$ cat config.mk
export PLATFORM = sky130hd
export DESIGN_NAME = weather_sensor_packet_decoder
export DESIGN_NICKNAME = d
export VERILOG_FILES = /design/src/hdl/wspd_pkg.sv /design/src/hdl/weather_sensor_packet_decoder.sv
export SDC_FILE = /design/constraint.sdc
export NUM_CORES = 1
export LEC_CHECK = 0
export BUFFER_PORTS_ARGS = -buffer_cell sky130_fd_sc_hd__buf_4
export CORE_ASPECT_RATIO = 0.5
export CORE_MARGIN = 10
export CORE_UTILIZATION = 30
export CTS_CLUSTER_SIZE = 28
export DETAILED_ROUTE_END_ITERATION = 10
export PLACE_DENSITY_LB_ADDON = 0.25
export SLEW_MARGIN = 10
export SYNTH_ARGS = -nofsm -noshare
export SYNTH_HDL_FRONTEND = slang
export SYNTH_SLANG_ARGS = --single-unit
$ cat constraint.sdc
create_clock -name clk -period 22.3 [get_ports clk]
set_input_delay 1.115 -clock clk [delete_from_list [all_inputs] [get_ports clk]]
set_output_delay 1.115 -clock clk [all_outputs]
set_load 0.005 [all_outputs]
$ cat src/hdl/wspd_pkg.sv
`timescale 1ns / 1ps

package wspd_pkg;

  // Default build values
  localparam int PACKET_BYTES_DEF  = 24;
  localparam int MAX_DATA_SETS_DEF = 5;

  // CRC-8, MSB first, zero start value, no final xor
  localparam logic [7:0] CRC_POLY = 8'h31;

  // Start nibbles of the two frame formats
  localparam logic [3:0] START_SHORT = 4'h9;
  localparam logic [3:0] START_MULTI = 4'hA;

  // Data set types of the multi-set format
  localparam logic [3:0] SET_TEMP  = 4'h0;
  localparam logic [3:0] SET_HUMID = 4'h1;
  localparam logic [3:0] SET_RAIN  = 4'h2;
  localparam logic [3:0] SET_WIND  = 4'h3;
  localparam logic [3:0] SET_GUST  = 4'h4;

  // Offset of the decimal temperature, in tenths of a degree
  localparam logic [11:0] TEMP_OFFSET = 12'd400;

  typedef enum logic [1:0] {
    ST_OK        = 2'd0,
    ST_CRC_FAULT = 2'd1,
    ST_BAD_START = 2'd2,
    ST_TOO_MANY  = 2'd3
  } status_t;

  typedef enum logic [1:0] {
    FRAME_NONE  = 2'd0,
    FRAME_SHORT = 2'd1,
    FRAME_MULTI = 2'd2
  } frame_kind_t;

  // One decoded packet as it leaves the block
  typedef struct packed {
    status_t            status;
    logic [7:0]         sensor_id;
    logic [4:0]         present_mask;
    logic               battery_new;
    logic               battery_weak;
    logic               sensor_error;
    logic signed [11:0] temp_tenths;
    logic [7:0]         humidity;
    logic [11:0]        rain_count;
    logic [3:0]         wind_direction;
    logic [7:0]         wind_speed;
    logic [11:0]        wind_gust;
  } result_t;

  // Advance the CRC by one byte, eight bit steps
  function automatic logic [7:0] crc8_byte(input logic [7:0] crc_in, input logic [7:0] b);
    logic [7:0] c;
    logic [7:0] d;
    c = crc_in;
    d = b;
    for (int i = 0; i < 8; i++) begin
      if (c[7] ^ d[7]) begin
        c = {c[6:0], 1'b0} ^ CRC_POLY;
      end else begin
        c = {c[6:0], 1'b0};
      end
      d = {d[6:0], 1'b0};
    end
    return c;
  endfunction

endpackage

$ cat src/hdl/weather_sensor_packet_decoder.sv
`timescale 1ns / 1ps

// Weather sensor packet decoder.
// Input channel: one received byte per transfer (data_byte), with packet_start
// high on the first byte of a packet. The CRC-8 (poly 0x31) and all field
// capture for a byte are done in the cycle of its transfer, so one byte is
// taken every cycle while in_stall is low; the unrolled CRC byte update
// sets the path length. Output channel: one result per packet, produced by
// the CRC byte or by the byte that rejects the packet (byte 0 for an unknown
// start nibble, byte 1 for too many data sets). The result is registered,
// or parked in the skid register while the output is held. Bytes outside a
// packet and a packet cut short by a new packet_start give no result.
// Stall handling: a result register plus one skid register sit on the output.
// Input bytes keep flowing while a result waits; in_stall rises only when a
// second result is held in the skid register, and drops once it moves on.
// Reset (rst, synchronous) empties both output registers and leaves the
// decoder idle until the next packet_start.
module weather_sensor_packet_decoder
  import wspd_pkg::*;
#(
  parameter int PACKET_BYTES  = PACKET_BYTES_DEF,
  parameter int MAX_DATA_SETS = MAX_DATA_SETS_DEF
) (
  input  logic               clk,
  input  logic               rst,
  input  logic               in_valid,
  output logic               in_stall,
  input  logic [7:0]         data_byte,
  input  logic               packet_start,
  output logic               out_valid,
  input  logic               out_stall,
  output logic [1:0]         status,
  output logic [7:0]         sensor_id,
  output logic [4:0]         present_mask,
  output logic               battery_new,
  output logic               battery_weak,
  output logic               sensor_error,
  output logic signed [11:0] temp_tenths,
  output logic [7:0]         humidity,
  output logic [11:0]        rain_count,
  output logic [3:0]         wind_direction,
  output logic [7:0]         wind_speed,
  output logic [11:0]        wind_gust
);

  localparam int CW = $clog2(MAX_DATA_SETS + 1);
  localparam int PW = $clog2(2 * MAX_DATA_SETS + 3);

  // Packet state
  logic              done, done_next;
  frame_kind_t       kind, kind_next;
  logic [PW-1:0]     pos, pos_next;
  logic [CW-1:0]     cnt, cnt_next;
  logic [7:0]        head, head_next;
  logic [7:0]        crc, crc_next;
  logic [7:0]        id, id_next;
  logic              bnew, bnew_next;
  logic              bweak, bweak_next;
  logic              berr, berr_next;
  logic [10:0]       traw, traw_next;
  logic [7:0]        hum, hum_next;
  logic [11:0]       rain, rain_next;
  logic [3:0]        wdir, wdir_next;
  logic [7:0]        wspd, wspd_next;
  logic [11:0]       gust, gust_next;
  logic [4:0]        mask, mask_next;

  // Output side
  result_t           out_r;
  result_t           skid;
  logic              skid_valid;

  logic              take;
  logic              res_valid;
  status_t           res_status;
  result_t           res;
  logic [PW-1:0]     p;
  logic [PW-1:0]     crc_idx;
  logic [3:0]        n;
  logic [7:0]        crc_upd;
  logic              ok;

  assign take     = in_valid && !in_stall;
  assign in_stall = skid_valid;
  // A new packet folds its first byte into a zero CRC
  assign crc_upd  = crc8_byte(packet_start ? 8'h00 : crc, data_byte);
  assign n        = data_byte[3:0];

  // Decode one byte
  always_comb begin
    done_next  = done;
    kind_next  = kind;
    pos_next   = pos;
    cnt_next   = cnt;
    head_next  = head;
    crc_next   = crc;
    id_next    = id;
    bnew_next  = bnew;
    bweak_next = bweak;
    berr_next  = berr;
    traw_next  = traw;
    hum_next   = hum;
    rain_next  = rain;
    wdir_next  = wdir;
    wspd_next  = wspd;
    gust_next  = gust;
    mask_next  = mask;
    res_valid  = 1'b0;
    res_status = ST_OK;
    p          = pos;
    crc_idx    = PW'({cnt, 1'b0}) + PW'(2);

    if (take && (packet_start || !done)) begin
      // A new packet drops whatever was in progress
      if (packet_start) begin
        done_next  = 1'b0;
        kind_next  = FRAME_NONE;
        pos_next   = '0;
        cnt_next   = '0;
        head_next  = '0;
        crc_next   = '0;
        id_next    = '0;
        bnew_next  = 1'b0;
        bweak_next = 1'b0;
        berr_next  = 1'b0;
        traw_next  = '0;
        hum_next   = '0;
        rain_next  = '0;
        wdir_next  = '0;
        wspd_next  = '0;
        gust_next  = '0;
        mask_next  = '0;
        p          = '0;
        crc_idx    = PW'(2);
      end

      if (p == PW'(0)) begin
        // Start nibble selects the frame format
        if (data_byte[7:4] == START_SHORT || data_byte[7:4] == START_MULTI) begin
          kind_next = (data_byte[7:4] == START_SHORT) ? FRAME_SHORT : FRAME_MULTI;
          id_next   = {data_byte[3:0], 4'b0000};
          crc_next  = crc_upd;
          pos_next  = PW'(1);
        end else begin
          res_valid  = 1'b1;
          res_status = ST_BAD_START;
          done_next  = 1'b1;
        end
      end else if (p == PW'(1)) begin
        id_next[3:2] = data_byte[7:6];
        bnew_next    = data_byte[5];
        if (kind == FRAME_SHORT) begin
          traw_next = 11'(data_byte[3:0]) * 11'd100;
          crc_next  = crc_upd;
          pos_next  = PW'(2);
        end else begin
          berr_next = data_byte[4];
          if ((32'(n) > MAX_DATA_SETS) || (32'(n) * 2 + 2 >= PACKET_BYTES)) begin
            res_valid  = 1'b1;
            res_status = ST_TOO_MANY;
            done_next  = 1'b1;
          end else begin
            cnt_next = CW'(n);
            crc_next = crc_upd;
            pos_next = PW'(2);
          end
        end
      end else if (kind == FRAME_SHORT) begin
        if (p < PW'(4)) begin
          if (p == PW'(2)) begin
            traw_next = traw + 11'(data_byte[7:4]) * 11'd10 + 11'(data_byte[3:0]);
          end else begin
            bweak_next = data_byte[7];
            hum_next   = {1'b0, data_byte[6:0]};
            mask_next  = 5'b00011;
          end
          crc_next = crc_upd;
          pos_next = p + PW'(1);
        end else begin
          res_valid  = 1'b1;
          res_status = (crc == data_byte) ? ST_OK : ST_CRC_FAULT;
          done_next  = 1'b1;
        end
      end else begin
        if (p < crc_idx) begin
          // Even byte holds the set head, odd byte completes the set
          if (!p[0]) begin
            head_next = data_byte;
          end else begin
            unique case (head[7:4])
              SET_TEMP: begin
                traw_next    = 11'(head[3:0]) * 11'd100 + 11'(data_byte[7:4]) * 11'd10
                               + 11'(data_byte[3:0]);
                mask_next[0] = 1'b1;
              end
              SET_HUMID: begin
                hum_next     = 8'(data_byte[7:4]) * 8'd10 + 8'(data_byte[3:0]);
                mask_next[1] = 1'b1;
              end
              SET_RAIN: begin
                rain_next    = {head[3:0], data_byte};
                mask_next[2] = 1'b1;
              end
              SET_WIND: begin
                wdir_next    = head[3:0];
                wspd_next    = data_byte;
                mask_next[3] = 1'b1;
              end
              SET_GUST: begin
                gust_next    = {head[3:0], data_byte};
                mask_next[4] = 1'b1;
              end
              default: begin
              end
            endcase
          end
          crc_next = crc_upd;
          pos_next = p + PW'(1);
        end else begin
          res_valid  = 1'b1;
          res_status = (crc == data_byte) ? ST_OK : ST_CRC_FAULT;
          done_next  = 1'b1;
        end
      end
    end
  end

  // Assemble the result; a rejected packet reports zeros
  assign ok = (res_status == ST_OK);

  always_comb begin
    res                = '0;
    res.status         = res_status;
    if (ok) begin
      res.sensor_id      = id_next;
      res.present_mask   = mask_next;
      res.battery_new    = bnew_next;
      res.battery_weak   = bweak_next;
      res.sensor_error   = berr_next;
      res.temp_tenths    = mask_next[0] ? $signed(12'(traw_next) - TEMP_OFFSET) : '0;
      res.humidity       = mask_next[1] ? hum_next : '0;
      res.rain_count     = mask_next[2] ? rain_next : '0;
      res.wind_direction = mask_next[3] ? wdir_next : '0;
      res.wind_speed     = mask_next[3] ? wspd_next : '0;
      res.wind_gust      = mask_next[4] ? gust_next : '0;
    end
  end

  // Hold packet state
  always_ff @(posedge clk) begin
    if (rst) begin
      done <= 1'b1;
      kind <= FRAME_NONE;
      pos  <= '0;
      cnt  <= '0;
      crc  <= '0;
    end else begin
      done <= done_next;
      kind <= kind_next;
      pos  <= pos_next;
      cnt  <= cnt_next;
      crc  <= crc_next;
    end
    head  <= head_next;
    id    <= id_next;
    bnew  <= bnew_next;
    bweak <= bweak_next;
    berr  <= berr_next;
    traw  <= traw_next;
    hum   <= hum_next;
    rain  <= rain_next;
    wdir  <= wdir_next;
    wspd  <= wspd_next;
    gust  <= gust_next;
    mask  <= mask_next;
  end

  // Result register with skid stage
  always_ff @(posedge clk) begin
    if (rst) begin
      out_valid  <= 1'b0;
      skid_valid <= 1'b0;
    end else if (!out_valid || !out_stall) begin
      // Output free: drain skid first, else load a fresh result
      if (skid_valid) begin
        out_valid  <= 1'b1;
        out_r      <= skid;
        skid_valid <= 1'b0;
      end else begin
        out_valid <= res_valid;
        if (res_valid) begin
          out_r <= res;
        end
      end
    end else if (res_valid) begin
      // Output held: park the new result
      skid_valid <= 1'b1;
      skid       <= res;
    end
  end

  assign status         = out_r.status;
  assign sensor_id      = out_r.sensor_id;
  assign present_mask   = out_r.present_mask;
  assign battery_new    = out_r.battery_new;
  assign battery_weak   = out_r.battery_weak;
  assign sensor_error   = out_r.sensor_error;
  assign temp_tenths    = out_r.temp_tenths;
  assign humidity       = out_r.humidity;
  assign rain_count     = out_r.rain_count;
  assign wind_direction = out_r.wind_direction;
  assign wind_speed     = out_r.wind_speed;
  assign wind_gust      = out_r.wind_gust;

endmodule

# [Yosys cells after proc, flatten, opt, wreduce, memory -nomap -nowiden]
# Index checks and enable logic that the tools add are counted.
# W data, S select, Z words.
[word_totals] mem_bits_ro=0 latch_bits=0 memories=0 ramBits=0 ff_bits=247 input_bits=13
[op_classes] eq_ne=10 add_sub_neg=9 mux=172 order_cmp=4 shift=0 n_mul=4 n_bitwise=18 n_reduce_logical=17 div=0
[ops] operator="$mux W8" count=38
[ops] operator="$mux W12" count=19
[ops] operator="$mux W74" count=2
[ops] operator="$mux W11" count=11
[ops] operator="$mux W4" count=22
[ops] operator="$mux W72" count=1
[ops] operator="$mux W6" count=8
[ops] operator="$mux W5" count=9
[ops] operator="$mux W1" count=43
[ops] operator="$mux W2" count=14
[ops] operator="$not A3 Y3" count=8
[ops] operator="$add A11 B4 Y11" count=2
[ops] operator="$add A11 B8 Y11" count=2
[ops] operator="$mul A4 B5 Y9 const B" count=2
[ops] operator="$mux W3" count=5
[ops] operator="$mul A4 B3 Y7 const B" count=2
[ops] operator="$eq A4 B2 Y1 const B" count=3
[ops] operator="$sub A11 B9 Y12 const B" count=1
[ops] operator="$add A8 B4 Y8" count=1
[ops] operator="$eq A4 B1 Y1 const B" count=2
[ops] operator="$eq A4 B4 Y1 const B" count=2
[ops] operator="$eq A8 B8 Y1" count=1
[ops] operator="$logic_not A4 Y1" count=2
[ops] operator="$xor A1 B1 Y1" count=8
[ops] operator="other kinds (17)" count=26

# [Longest topological paths before layout]
[logic_depth] depth_word=21 depth_mapped=18

# [Least setup slack after synthesis]
# OpenSTA, ideal clock, no wires.
[synth_timing] kind="input to register" start="input packet_start" end="register skid[0] (netlist name), enable pin" path_buffers=4 cell_stages=11 setup_ps=689 arrival_ps=10016 path_slack_ps=11595 cell_sequence="buf_4 > clkbuf_1 > buf_2 > clkbuf_1 > nor2b_1 > ha_1 > a211oi_4 > nor2_1 > nor2_1 > a21o_1 > nor4_1"
[synth_via] elab_chain_cells=9 elab_cells_between_ends=17 cone_classes="order compare (2); eq/ne (1); mux (10); reduce/logical (4)"
[synth_rtl] element="from (decl)" line_no="weather_sensor_packet_decoder.sv:29" text="input logic packet_start,"
[synth_rtl] element="$mux W4" line_no="weather_sensor_packet_decoder.sv:115" text="if (packet_start) begin"
[synth_rtl] element="$mux W4" line_no="weather_sensor_packet_decoder.sv:113" text="if (take && (packet_start || !done)) begin"
[synth_rtl] element="$lt A4 B4 Y1 / $lt A4 B3 Y1 (equally long branches)" line_no="weather_sensor_packet_decoder.sv:185, weather_sensor_packet_decoder.sv:169"
[synth_rtl] element="$mux W1 (on tied branches)" line_no="weather_sensor_packet_decoder.sv:185, weather_sensor_packet_decoder.sv:169"
[synth_rtl] element="$mux W1" line_no="weather_sensor_packet_decoder.sv:168" text="end else if (kind == FRAME_SHORT) begin"
[synth_rtl] element="$mux W1" line_no="weather_sensor_packet_decoder.sv:149" text="end else if (p == PW'(1)) begin"
[synth_rtl] element="$mux W1" line_no="weather_sensor_packet_decoder.sv:137" text="if (p == PW'(0)) begin"
[synth_rtl] element="$mux W1 *" line_no="weather_sensor_packet_decoder.sv:113"
[synth_rtl] element="$reduce_and A3 Y1 (no line) *"
[synth_rtl] element="to (signal assigned)" line_no="weather_sensor_packet_decoder.sv:298" text="skid <= res;"
[synth_rtl] element="to (decl)" line_no="weather_sensor_packet_decoder.sv:70" text="result_t skid;"
# Mark *: on every way between the ends. The rest lies on a longest branch, timed or not. The select of a mux whose other input is x is not followed.
# A chain may end at the register's enable or synchronous reset.

# [Worst setup path after layout]
[layout_timing] start="input data_byte[5]" end="register out_r, in the netlist temp_tenths[9], data pin"
[layout_via] elab_chain_cells=15 elab_cells_between_ends=32 cone_classes="add/sub (5); mul (1); eq/ne (3); mux (21); reduce/logical (2)"
[layout_rtl] element="from (decl)" line_no="weather_sensor_packet_decoder.sv:28" text="input logic [7:0] data_byte,"
[layout_rtl] element="$mul A4 B3 Y7 *" line_no="weather_sensor_packet_decoder.sv:171, weather_sensor_packet_decoder.sv:192"
[layout_rtl] element="$add A11 B8 Y11" line_no="weather_sensor_packet_decoder.sv:192" text="traw_next = 11'(head[3:0]) * 11'd100 + 11'(data_byte[7:4]) * 11'd10"
[layout_rtl] element="$add A11 B4 Y11" line_no="weather_sensor_packet_decoder.sv:193" text="+ 11'(data_byte[3:0]);"
[layout_rtl] element="$mux W11" line_no="weather_sensor_packet_decoder.sv:190" text="unique case (head[7:4])"
[layout_rtl] element="$mux W11" line_no="weather_sensor_packet_decoder.sv:187" text="if (!p[0]) begin"
[layout_rtl] element="$mux W11" line_no="weather_sensor_packet_decoder.sv:185" text="if (p < crc_idx) begin"
[layout_rtl] element="$mux W11 *" line_no="weather_sensor_packet_decoder.sv:168"
[layout_rtl] element="$mux W11 *" line_no="weather_sensor_packet_decoder.sv:149"
[layout_rtl] element="$mux W11 *" line_no="weather_sensor_packet_decoder.sv:137"
[layout_rtl] element="$mux W11 *" line_no="weather_sensor_packet_decoder.sv:113"
[layout_rtl] element="net traw_next[6]" line_no="weather_sensor_packet_decoder.sv:60" text="logic [10:0] traw, traw_next;"
[layout_rtl] element="$sub A11 B9 Y12 *" line_no="weather_sensor_packet_decoder.sv:240" text="res.temp_tenths = mask_next[0] ? $signed(12'(traw_next) - TEMP_OFFSET) : '0;"
[layout_rtl] element="$mux W12 *" line_no="weather_sensor_packet_decoder.sv:240"
[layout_rtl] element="$mux W72 *" line_no="weather_sensor_packet_decoder.sv:234" text="if (ok) begin"
[layout_rtl] element="$mux W74 *" line_no="weather_sensor_packet_decoder.sv:291" text="if (res_valid) begin"
[layout_rtl] element="$mux W74 *" line_no="weather_sensor_packet_decoder.sv:285" text="if (skid_valid) begin"
[layout_rtl] element="to (signal assigned)" line_no="weather_sensor_packet_decoder.sv:287" text="out_r <= skid;"
[layout_rtl] element="to (signal assigned)" line_no="weather_sensor_packet_decoder.sv:292" text="out_r <= res;"
[layout_rtl] element="to (decl)" line_no="weather_sensor_packet_decoder.sv:69" text="result_t out_r;"
# Mark *: on every way through the listed nets, which the timed path passes. The rest lies on a longest branch. The select of a mux whose other input is x is not followed.

==> results.json <==
{
  "grt.total_usage_pct": 13.4,
  "outcome": "complete, no violations",
  "cts_hold_buf": 0,
  "min-delay-start": "mask[3]$_DFF_P_",
  "overflow": 0,
  "postSynth.asyncResetShare_pct": 0,
  "cts.sinks": 247,
  "core_um2": 42000,
  "drc": 0,
  "cts_tree": "done",
  "hold_viol_final": 0,
  "min_to": "mask[3]$_DFF_P_",
  "num_rows": 53,
  "arrival_ns": 5.05,
  "vias": 9051,
  "clkTransAtPathRegs_ns": 0.06,
  "synth_top_cells_by_area": "edfxtp_1, dfxtp_1, ha_1",
  "grt_max_degree": 75,
  "max_freq_mhz": 210,
  "dp_hpwl_um": 25300,
  "antenna_cells": 0,
  "dr.pass1.iters": 6,
  "cts.repair.resized": 0,
  "via_per_inst": 5.01,
  "rrSetupSlack_ns": 18.06,
  "post_cts.repair.setup_buffers": 0,
  "skew_ns": 0.0221,
  "synth-edff-count": 156,
  "crit_fanout": 17,
  "nets": 1295,
  "cts_buffer_depth": 3,
  "reg2reg_depth": 13,
  "antenna_found_initial": 0,
  "synth.net_count": 1233,
  "area_growth_pct": 16.0,
  "synth-seq-cells": 247,
  "synthTopCellsByCount": "edfxtp_1, nand2_1, dfxtp_1",
  "drive_gt1_share_pct": 18.4,
  "maxCapViolCount": 0,
  "finalSetupTns_ns": 0,
  "wl_per_cell_um": 19.7,
  "grt_pass1_vias": 9360,
  "die_width_um": 312,
  "gp_congestion": 0.907,
  "initial_core_util_pct": 30.4,
  "synth.top_cell.area_share_pct": 36.7,
  "synth_area_per_cell_um2": 11.1,
  "use_met3_pct": 1.63,
  "ys.flop_type": "edfxtp_1",
  "min_path_type": "register to register",
  "drv_slew": 0,
  "drtAntennaViolNets": 0,
  "synthCells": 1149,
  "r2r-end": "temp_tenths[10]$_DFFE_PP_",
  "synth_cell_type_count": 80,
  "ys_seq_area_share_pct": 51.0,
  "p_leak_nw": 5.70,
  "p_per_area_nw_per_um2": 72.5,
  "die_y_um": 166,
  "period_needed_ns": 4.76,
  "crit_type": "input port to register",
  "ctsHtreeMaxLevel": 1,
  "num_io_pins": 89,
  "grt.busiest_layer": "met2",
  "met2_usage_pct": 22.6,
  "finalSetupViolCount": 0,
  "hold_depth": 1,
  "synth.cell_area_um2": 12800,
  "numCtsBuffers": 25,
  "portBuffers": 88,
  "r2r-start": "head[0]$_DFFE_PP_",
  "grtUsageMet1_pct": 17.6,
  "cp-end-kind": "register",
  "cts_root_buffer": "clkbuf_16",
  "ys_warn_count": 0,
  "grt_pass1_wl_um": 55900,
  "die_area_um2": 51700,
  "critPathRequiredTime_ns": 22.60,
  "yosysMostFrequentCell": "edfxtp_1",
  "tightest_slew_ns": 1.02,
  "maxSlewHeadroom_pct": 32.3,
  "critPathLaunchType": "input port",
  "drt_iter0_drc": 634,
  "vdd_drop_max_v": 0.0000411,
  "final.period_utilization_pct": 21.3,
  "grt_setup_unrepaired": "no",
  "wl_um": 35600,
  "clock_latency_ns": 0.56,
  "synth_area_leader_cell": "edfxtp_1",
  "holdWs_ns": 0.448
}
## placed cells by master, fill, tap and decap left out, types with 24 or more instances in the layout
| cell | instances |
|---|---|
| a21oi_1 | 42 |
| a22o_1 | 42 |
| and2_1 | 38 |
| buf_4 | 100 |
| clkbuf_16 | 25 |
| dfxtp_1 | 90 |
| edfxtp_1 | 156 |
| ha_1 | 60 |
| inv_1 | 59 |
| mux2_2 | 46 |
| nand2_1 | 103 |
| nor2_1 | 84 |
| o21ai_0 | 31 |
| o31ai_1 | 25 |
| xnor2_1 | 41 |
| xor2_1 | 24 |
## stage by stage
stage / util, % / total power, mW / instance area (µm²) / worst slack, ns / cells
2_1_floorplan: - / 0.603 / 12800 / 11.60 / 1149
3_3_place_gp: 33.3 / 0.645 / 14000 / 17.08 / 1761
3_5_place_dp: 33.3 / 0.647 / 14000 / 16.98 / 1761
4_1_cts: 35.3 / 1.09 / 14800 / 17.55 / 1807
5_1_grt: 35.3 / 1.12 / 14800 / 17.26 / 1807
6_report: 35.3 / 1.07 / 14800 / 17.54 / 1807
## how the worst max path moves through the flow
stage                  from                        end  slack [ns]  depth (start not counted)
2_1_floorplan  packet_start          skid[0]$_DFFE_PP_       11.60                         11
3_3_place_gp   data_byte[5]   temp_tenths[9]$_DFFE_PP_       17.08                         17
3_5_place_dp   data_byte[5]  temp_tenths[11]$_DFFE_PP_       16.98                         16
4_1_cts        data_byte[5]  temp_tenths[11]$_DFFE_PP_       17.55                         16
5_1_grt        data_byte[5]   temp_tenths[9]$_DFFE_PP_       17.26                         17
6_report       data_byte[5]   temp_tenths[9]$_DFFE_PP_       17.54                         17
## metal layers
metal / routed length, µm / up-vias
met4: 995 / 0
met5: 0 / -
met3: 1220 / 69
li1: - / 4295
met1: 16500 / 4500
met2: 16900 / 187
## power by group
part | internal (mW) | switching [mW]
Clock | 0.245 | 0.192
Sequential | 0.493 | 0.00720
Combinational | 0.0533 | 0.0834
Total | 0.791 | 0.283
## cell families after synthesis
kind of cell | share of synthesized area [%]
xor gates and xnor gates | 4.46
adders and majority gates | 7.61
buffers and inverters | 4.13
AOI/OAI and AO/OA | 15.3
muxes | 4.53
and+or+nand+nor | 13.0
DFF | 51.0
## area by class of cell
type                            instances  area, µm²
Sequential cell                       247       6510
Clock inverter                         19        215
Clock buffer                           27        633
Fill cell                            4187      27200
Inverter                               61        229
Tap cell                              577        722
Multi-Input combinational cell        776       5750
Timing Repair Buffer                  100        751
## worst max-delay path, stage by stage
cell and delay [ns]:
buf_4 0.31, ha_1 0.30, ha_1 0.20, inv_1 0.08, fa_1 0.46, inv_1 0.16
ha_1 0.25, ha_1 0.31, nor2_1 0.15, a21oi_1 0.07, xnor2_1 0.22, a21oi_1 0.11
a211oi_2 0.57, a2111oi_4 0.10, nor3b_2 0.28, xor2_1 0.24, o21ai_1 0.09
## registers in the layout (all words and copies together), names as in the netlist, 11 cells and up
signal,cells
skid,74
rain_count,12
wind_gust,12
gust,12
rain,12
traw,11
temp_tenths,12
(Power assumes the default switching activity.)
